--- src/rtl/frt_ram.sv ---
// frt_ram: generic single write port, single read port RAM with registered read.
// No dependencies.
module frt_ram #(
   parameter int WIDTH = 8,
   parameter int DEPTH = 16,
   localparam int AW = $clog2(DEPTH)
) (
   input  logic             clock,
   input  logic             we,
   input  logic [AW-1:0]    waddr,
   input  logic [WIDTH-1:0] wdata,
   input  logic [AW-1:0]    raddr,
   output logic [WIDTH-1:0] rdata
);

   logic [WIDTH-1:0] mem [DEPTH];
   logic [WIDTH-1:0] rdata_ff;

   always_ff @(posedge clock) begin
      if (we) begin
         mem[waddr] <= wdata;
      end
      rdata_ff <= mem[raddr];
   end

   assign rdata = rdata_ff;

endmodule

--- config.mk ---
export PLATFORM = sky130hd
export DESIGN_NAME = frt_ram
export DESIGN_NICKNAME = d
export VERILOG_FILES = /design/src/rtl/frt_ram.sv
export SDC_FILE = /design/constraint.sdc
export NUM_CORES = 1
export LEC_CHECK = 0
export ABC_AREA = 1
export BUFFER_PORTS_ARGS = -buffer_cell sky130_fd_sc_hd__clkbuf_2
export CORE_MARGIN = 5
export CORE_UTILIZATION = 40
export CTS_BUF_LIST = sky130_fd_sc_hd__clkbuf_2 sky130_fd_sc_hd__clkbuf_4 sky130_fd_sc_hd__clkbuf_8
export CTS_CLUSTER_SIZE = 14
export DETAILED_ROUTE_END_ITERATION = 8
export HOLD_SLACK_MARGIN = 0.02
export PLACE_DENSITY = 0.55
export SKIP_CTS_REPAIR_TIMING = 1
export SYNTH_ARGS = -nofsm -noshare
export SYNTH_HDL_FRONTEND = slang
export SYNTH_SLANG_ARGS = --single-unit
--- constraint.sdc ---
create_clock -name clock -period 2.16 [get_ports clock]
set_input_delay 0.432 -clock clock [delete_from_list [all_inputs] [get_ports clock]]
set_output_delay 0.432 -clock clock [all_outputs]
set_load 0.02 [all_outputs]
==> flow_summary_export.csv, run 1 <==
group,metric,value,unit
outcome,result_of_the_run,"finished clean",
critical_path,critical_path_class,"reg -> out",
die,top_level_ports,26,
critical_path,critical_path_buf_inv_count,1,
synthesis,syn-cell-area,5770,um^2
synthesis,post_synth_inst_count,551,
die,die_width,130,um
power_and_ir_drop,power.total,5.58,mW
die,start_util,0.412,
detailed_routing,number_of_design_rule_violations_left_by_the_first_detailed_router_iteration,235,
detailed_routing,ant_nets,0,
cts,clkTransAtPathRegs,70,ps
timing,maximum_frequency_from_static_timing_analysis,698,MHz
detailed_routing,routed_wl,13300,um
finish,post_layout_nets,609,
timing,grt_setup_unrepaired,"false",
worst_hold_path,timing.hold.worst.class,"in -> reg",
critical_path,arrival,1000,ps
cts,insertion_delay,440,ps
synthesis,synth_nets,569,
detailed_routing,wire_per_inst,17.0,um
synthesis,netlist_top_cells_area,"sky130_fd_sc_hd__edfxtp_1 (67%), sky130_fd_sc_hd__nand2_1 (11%), sky130_fd_sc_hd__nand3_1 (8.4%)",
finish,finalCoreUtilization,0.468,
finish,final_common_cell,"sky130_fd_sc_hd__nand2_1",
finish,nFillCells,1313,
critical_path,crit_path_max_fanout,1,
synthesis,synth-warning-count,0,
global_route,grt_overflow_total,0,
critical_path,worstPathCellList,"clkbuf_2",
die,die-area,16900,um^2
detailed_routing,via_per_inst,4.73,
critical_path,cp.required,1730,ps
finish,area_growth,13.6,%
placement,pre_cts_slack,382,ps
critical_path,startpoint_type,"flip-flop",
timing,fin_setup_tns,0,ps
cts,clock_tree.root_cell,"sky130_fd_sc_hd__clkbuf_8",
flow_run,drv_cap,0,
detailed_routing,via_count,3711,
synthesis,postSynthRegisterBits,136,
global_route,grt_start_max_net_pins,65,
synthesis,yosysTopAreaCellShare,0.667,
detailed_routing,drt-pass1-iter-count,4,
power_and_ir_drop,ir_drop,0.315,mV
finish,most_frequent_cells_in_the_layout,"sky130_fd_sc_hd__nand2_1 (173), sky130_fd_sc_hd__edfxtp_1 (128), sky130_fd_sc_hd__inv_1 (100)",
placement,io_buffers,25,
critical_path,cp_slowest_stage_delay,380,ps
timing,maxSlewHeadroom,0.508,
synthesis,synthDominantAreaCellType,"sky130_fd_sc_hd__edfxtp_1",
critical_path,largest_delay_share_family_worst_path,"flip-flops",
placement,place.detailed.hpwl,8280,um
die,rows,43,
critical_path,endpoint_kind,"output port",
cts,clock_sink_count,136,
global_route,first_global_vias,3683,
global_route,initial_antenna_violation_count,0,
critical_path,worst-r2r-setup-slack,1080,ps
timing,hold_viol,0,
cts,cts_buffers,17,
global_route,grt_pass1_wl,21000,um
cts,tritoncts,"built",
finish,post_route_cells_drive_above_1_share,0.129,
synthesis,synth_cell_types,12,
timing,max_slew.worst_pin.slew,735,ps
critical_path,slowest_stage,"sky130_fd_sc_hd__dfxtp_1",
die,dieHeight,130,um
power_and_ir_drop,static-leakage-power,2.86,nW
placement,place.gp.congestion,0.832,
detailed_routing,drc,0,
timing,fin_skew,11.1,ps
cts,cts.path.max_buffers,2,
synthesis,syn-mean-instance-area,10.5,um^2
timing,final.setup.worst_slack,726,ps
power_and_ir_drop,power_density,852,nW/um^2
timing,final_max_slew_violation_count,0,
timing,number_of_setup_violations_in_the_final_report,0,
cts,cts_htree_levels,4,
die,floorplan.core_area,14000,um^2
finish,diodes,0,
timing,finalCritPeriodShare,0.664,
global_route,globalRouteTotalUtil,0.171,
timing,tmin_final,1430,ps
synthesis,post_synthesis_sequential_area_ratio,0.694,
Yosys cell counts:
master	n
sky130_fd_sc_hd__edfxtp_1	128
sky130_fd_sc_hd__buf_6	6
sky130_fd_sc_hd__buf_1	1
sky130_fd_sc_hd__buf_4	4
sky130_fd_sc_hd__nand3b_1	2
sky130_fd_sc_hd__dfxtp_1	8
sky130_fd_sc_hd__nand3_1	97
sky130_fd_sc_hd__nand2_1	173
sky130_fd_sc_hd__inv_1	100
sky130_fd_sc_hd__inv_2	2
sky130_fd_sc_hd__nor2_1	17
sky130_fd_sc_hd__buf_2	13
worst paths after layout:
check	startpoint	endpoint	cells after the start
min reg2reg	mem[2][6]	rdata[6]	6
min	raddr[3]	rdata[5]	3
max reg2reg	mem[1][0]	rdata[0]	6
max	rdata[2]	rdata[2]	1
cells by family after synthesis:
group / synth area share
buffers and inverters: 0.0952
DFF: 0.694
and+or+nand+nor: 0.210
sequential cells by signal (all words and copies together), names as in the netlist:
signal / flops
mem: 128
rdata: 8
per-stage QoR:
| step | std cells | hold slack [ps] | cell area [um^2] |
|---|---|---|---|
| floorplan | 551 | 531 | 5770 |
| global route | 784 | 373 | 6550 |
| global placement | 752 | 650 | 6130 |
| CTS | 784 | 355 | 6550 |
| finish | 784 | 392 | 6550 |
| detailed placement | 752 | 658 | 6130 |
worst reg2reg max path, cell delays in order (launching register included):
cell and delay (ps):
sky130_fd_sc_hd__edfxtp_1 370, sky130_fd_sc_hd__inv_1 60, sky130_fd_sc_hd__nand2_1 40, sky130_fd_sc_hd__nand3_1 80, sky130_fd_sc_hd__nand3_1 130, sky130_fd_sc_hd__nand3_1 200, sky130_fd_sc_hd__nand2_1 80
power breakdown:
| group | switching [mW] | internal, mW |
|---|---|---|
| combinational | 0.270 | 0.106 |
| clock | 0.927 | 1.31 |
| sequential | 0.0205 | 2.95 |
| total | 1.22 | 4.37 |
final cells by class:
cell class                      count  area, um^2  share of cell area
Timing Repair Buffer               45         300              0.0458
Tap cell                          180         225              0.0344
Inverter                          102         383              0.0585
Multi-Input combinational cell    289        1210               0.185
Sequential cell                   136        4000               0.611
Clock buffer                       22         272              0.0415
Clock inverter                     10         153              0.0233
metal layers:
layer,vias up,GRT usage,part of all wire,wire (um)
met5,-,0,0,0
met4,0,0.0611,0.014,184
met3,9,0.0405,0.045,602
met2,76,0.270,0.48,6400
met1,1775,0.230,0.46,6150
li1,1851,-,-,-
No activity file was read; power rests on OpenSTA's default activity.
==> run 2: changes to the inputs <==
--- a/config.mk
+++ b/config.mk
@@ -13,7 +13,7 @@
 export CTS_CLUSTER_SIZE = 14
 export DETAILED_ROUTE_END_ITERATION = 8
 export HOLD_SLACK_MARGIN = 0.02
-export PLACE_DENSITY = 0.55
+export PLACE_DENSITY = 0.57
 export SKIP_CTS_REPAIR_TIMING = 1
 export SYNTH_ARGS = -nofsm -noshare
 export SYNTH_HDL_FRONTEND = slang
==> constraint.sdc (replaced) <==
create_clock -name clock -period 1.2 [get_ports clock]
set_input_delay 0.24 -clock clock [delete_from_list [all_inputs] [get_ports clock]]
set_output_delay 0.24 -clock clock [all_outputs]
set_load 0.02 [all_outputs]
==> run 2 against run 1 <==
  * Total power up 71%
  * Register-to-register slack worse by 920 ps
  * Via count up 3.7%
  * Largest cell class unchanged
  * Setup slack worse by 700 ps
  * Hold slack worse by 140 ps
  * Cell area up 1.7%
  * Global-route usage about the same
  * First-iteration DRC count up 18%
  * Non-clock buffer count up 9
  * Die area unchanged
==> flow_summary_export.csv, run 2 (synthesis gave the netlist of run 1 again) <==
group,metric,value,unit
worst_hold_path,whs_path_depth,4,
critical_path,cp.required,960,ps
critical_path,worstRegToRegCells,6,
critical_path,slowest_stage,"sky130_fd_sc_hd__dfxtp_4",
worst_hold_path,timing.hold.worst.class,"in -> reg",
cts,clock_sink_count,136,
detailed_routing,drc,0,
placement,io_buffers,25,
global_route,initial_antenna_violation_count,0,
global_route,grt_overflow_total,0,
finish,finalCoreUtilization,0.476,
finish,final_common_cell,"sky130_fd_sc_hd__nand2_1",
detailed_routing,drt-pass1-iter-count,5,
finish,most_frequent_cells_in_the_layout,"sky130_fd_sc_hd__nand2_1 (173), sky130_fd_sc_hd__edfxtp_1 (128), sky130_fd_sc_hd__inv_1 (100)",
finish,area_growth,15.6,%
placement,place.detailed.hpwl,8530,um
timing,grt_setup_unrepaired,"true",
timing,tmin_final,1170,ps
critical_path,startpoint_type,"flip-flop",
placement,placedInstanceArea,6260,um^2
critical_path,critical_path_buf_inv_count,1,
die,dieHeight,130,um
detailed_routing,via_per_inst,4.85,
critical_path,worstPathCellList,"buf_6",
power_and_ir_drop,power_density,1430,nW/um^2
detailed_routing,wire_per_inst,16.8,um
timing,maxSlewHeadroom,0.704,
cts,clock_tree.root_cell,"sky130_fd_sc_hd__clkbuf_8",
critical_path,endpoint_kind,"output port",
global_route,globalRouteTotalUtil,0.170,
cts,cts_buffers,17,
die,die-area,16900,um^2
critical_path,critical_path_class,"reg -> out",
die,start_util,0.412,
timing,final_max_slew_violation_count,0,
placement,dp.cells,761,
global_route,grt_start_max_net_pins,37,
detailed_routing,ant_nets,0,
finish,stdcell_count,793,
timing,fin_hold_ws,254,ps
detailed_routing,via_count,3849,
critical_path,arrival,930,ps
timing,finalCritPeriodShare,0.976,
die,top_level_ports,26,
cts,insertion_delay,440,ps
timing,fin_setup_tns,0,ps
finish,largest_register,"mem",
global_route,grt_pass1_wl,20800,um
critical_path,largest_delay_share_family_worst_path,"flip-flops",
critical_path,cp_slowest_stage_delay,360,ps
finish,post_route_cells_drive_above_1_share,0.150,
detailed_routing,routed_wl,13300,um
finish,largest_register_ff_count,128,
power_and_ir_drop,static-leakage-power,2.91,nW
timing,hold_viol,0,
cts,cts.path.max_buffers,2,
timing,maximum_frequency_from_static_timing_analysis,854,MHz
timing,max_slew.worst_pin.slew,444,ps
placement,place.gp.congestion,0.850,
finish,post_layout_nets,618,
global_route,first_global_vias,3788,
outcome,result_of_the_run,"finished clean",
power_and_ir_drop,ir_drop,0.720,mV
placement,pre_cts_slack,-149,ps
detailed_routing,number_of_design_rule_violations_left_by_the_first_detailed_router_iteration,277,
critical_path,worst-r2r-setup-slack,160,ps
cts,clkTransAtPathRegs,70,ps
power_and_ir_drop,power.total,9.55,mW
finish,stdcell_area,6660,um^2
timing,number_of_setup_violations_in_the_final_report,0,
critical_path,crit_path_max_fanout,1,
timing,final.setup.worst_slack,28.6,ps
flow_run,drv_cap,0,
die,floorplan.core_area,14000,um^2
timing,fin_skew,11.3,ps
cts,cts_htree_levels,4,
cts,tritoncts,"built",
die,die_width,130,um
finish,diodes,0,
die,rows,43,
critical_path,critical_path_depth,1,
## run 2: final timing paths
check,from,endpoint
worst max register to register,mem[7][5],rdata[5]
worst min-delay path,raddr[3],rdata[2]
worst max-delay path,rdata[2],rdata[2]
worst min register to register,mem[2][3],rdata[3]
## run 2: area by class of cell
class                           instances  area (um^2)
Fill cell                            1319         7320
Multi-Input combinational cell        289         1210
Sequential cell                       136         4010
Timing Repair Buffer                   54          460
Tap cell                              180          225
Clock inverter                          3         15.0
Clock buffer                           29          355
Inverter                              102          383
## run 2: where the power goes
| group | internal, mW | switching, mW | total, mW |
|---|---|---|---|
| registers | 5.31 | 0.0375 | 5.35 |
| logic | 0.254 | 0.499 | 0.752 |
| clock network | 1.86 | 1.59 | 3.45 |
## run 2: worst min-delay path, delay by kind of cell
kind	cells	cell delay [ps]
buf+inv	2	280
simple gates	2	130
## run 2: layer usage
metal	routed length, um	share of wire	global-route usage	up-vias
li1	-	-	-	1868
met4	350	0.026	0.0825	0
met3	628	0.047	0.0405	20
met5	0	0	0	-
met1	5840	0.44	0.215	1858
met2	6500	0.49	0.276	103
==> run 3: changes to the inputs <==
--- a/config.mk
+++ b/config.mk
@@ -13,8 +13,9 @@
 export CTS_CLUSTER_SIZE = 14
 export DETAILED_ROUTE_END_ITERATION = 8
 export HOLD_SLACK_MARGIN = 0.02
-export PLACE_DENSITY = 0.57
+export PLACE_DENSITY = 0.59
 export SKIP_CTS_REPAIR_TIMING = 1
+export SLEW_MARGIN = 20
 export SYNTH_ARGS = -nofsm -noshare
 export SYNTH_HDL_FRONTEND = slang
 export SYNTH_SLANG_ARGS = --single-unit
==> run 3 against run 2 <==
  * Non-clock buffer count grew 3
  * Total power grew 3.0%
  * Sequential share of layout area shrank 0.41 points
  * Clock-buffer cell count shrank 1
  * Cell count grew 0.38%
  * Die area is the same
  * First-iteration DRC count grew 23%
  * Largest power group unchanged
  * Highest routed layer unchanged
==> flow_summary_export.csv, run 3 (synthesis gave the netlist of run 1 again) <==
group,metric,value,unit
finish,largest_register_ff_count,128,
finish,post_route_cells_drive_above_1_share,0.156,
finish,area_growth,16.3,%
critical_path,cp_slowest_stage_delay,360,ps
critical_path,critical_path_buf_inv_count,1,
critical_path,crit_path_max_fanout,1,
die,start_util,0.412,
global_route,grt-busiest-layer,"met2",
global_route,first_global_vias,3698,
global_route,grt_pass1_wl,20500,um
critical_path,slowest_stage,"sky130_fd_sc_hd__dfxtp_2",
detailed_routing,wire_per_inst,16.3,um
die,rows,43,
cts,insertion_delay,440,ps
power_and_ir_drop,power_density,1470,nW/um^2
flow_run,drv_cap,0,
timing,maximum_frequency_from_static_timing_analysis,859,MHz
global_route,grt_start_max_net_pins,62,
global_route,globalRouteTotalUtil,0.168,
placement,pre_cts_slack,-171,ps
placement,placedInstanceArea,6280,um^2
cts,clock_tree.root_cell,"sky130_fd_sc_hd__clkbuf_8",
cts,cts_htree_levels,4,
finish,stdcell_area,6710,um^2
worst_hold_path,timing.hold.worst.class,"in -> reg",
timing,grt_setup_unrepaired,"true",
cts,clock_sink_count,136,
detailed_routing,routed_wl,13000,um
critical_path,largest_delay_share_family_worst_path,"flip-flops",
die,top_level_ports,26,
finish,final_common_cell,"sky130_fd_sc_hd__nand2_1",
die,dieHeight,130,um
detailed_routing,ant_nets,0,
cts,cts_buffers,17,
detailed_routing,via_count,3763,
outcome,result_of_the_run,"finished clean",
timing,hold_viol,0,
placement,place.detailed.hpwl,8350,um
timing,tmin_final,1160,ps
global_route,use_met2,0.264,
finish,post_layout_nets,621,
finish,largest_register,"mem",
power_and_ir_drop,ir_drop,0.802,mV
detailed_routing,via_per_inst,4.73,
die,floorplan.core_area,14000,um^2
timing,maxSlewHeadroom,0.706,
global_route,met3_usage,0.0377,
placement,io_buffers,25,
detailed_routing,drc,0,
die,die_width,130,um
power_and_ir_drop,static-leakage-power,2.94,nW
detailed_routing,number_of_design_rule_violations_left_by_the_first_detailed_router_iteration,340,
detailed_routing,drt-pass1-iter-count,4,
cts,clkTransAtPathRegs,70,ps
timing,fin_skew,7.42,ps
cts,cts.path.max_buffers,2,
global_route,met1_usage_grt,0.218,
timing,fin_setup_tns,0,ps
timing,max_slew.worst_pin.slew,441,ps
global_route,grt_overflow_total,0,
finish,diodes,0,
finish,most_frequent_cells_in_the_layout,"sky130_fd_sc_hd__nand2_1 (173), sky130_fd_sc_hd__edfxtp_1 (128), sky130_fd_sc_hd__inv_1 (100)",
timing,final.setup.worst_slack,35.5,ps
timing,finalCritPeriodShare,0.970,
die,die-area,16900,um^2
critical_path,critical_path_class,"reg -> out",
timing,final_max_slew_violation_count,0,
critical_path,cp.required,960,ps
cts,tritoncts,"built",
global_route,initial_antenna_violation_count,0,
placement,place.gp.congestion,0.830,
critical_path,endpoint_kind,"output port",
critical_path,arrival,920,ps
critical_path,worstPathCellList,"buf_6",
timing,number_of_setup_violations_in_the_final_report,0,
critical_path,startpoint_type,"flip-flop",
run 3: changes by cell type in the layout (fill, tap and decap cells not counted), sizes merged:
cell | previous run | this run
buf | 37 | 40
bufinv | 0 | 2
clkbuf | 46 | 45
clkinv | 3 | 2
run 3: metal layers:
metal / routed length, um / vias to the layer above / part of all wire
met5: 0 / - / 0
met4: 278 / 0 / 0.021
met3: 655 / 14 / 0.050
met2: 6380 / 80 / 0.49
met1: 5680 / 1796 / 0.44
li1: - / 1873 / -
run 3: final cells by class:
type	count	area, um^2
clock inverters	4	70.1
well taps	180	225
clock buffers	28	329
multi-input cells	289	1210
inverters	102	383
fillers	1332	7280
repair buffers	57	477
flip-flops and latches	136	4010
run 3: final timing paths:
kind / startpoint / endpoint / cells past startpoint / slack, ps
worst min-delay path: raddr[3] / rdata[6] / 4 / 250
worst min register to register: mem[15][6] / rdata[6] / 6 / 680
worst max register to register: mem[13][7] / rdata[7] / 6 / 190
worst max-delay path: rdata[7] / rdata[7] / 1 / 40
run 3: power breakdown:
group	internal [mW]	switching (mW)	total, mW
sequential	5.31	0.0380	5.35
combinational	0.257	0.493	0.749
clock	2.16	1.58	3.74
run 3: metrics by stage:
step	util	hold slack, ps	cells	total power, mW
final	0.480	250	796	9.84
after global routing	0.480	228	796	10.2
after CTS	0.477	217	796	9.91
after detailed placement	0.449	659	764	6.19
after global placement	0.449	657	764	6.18
after floorplan	-	339	551	5.85
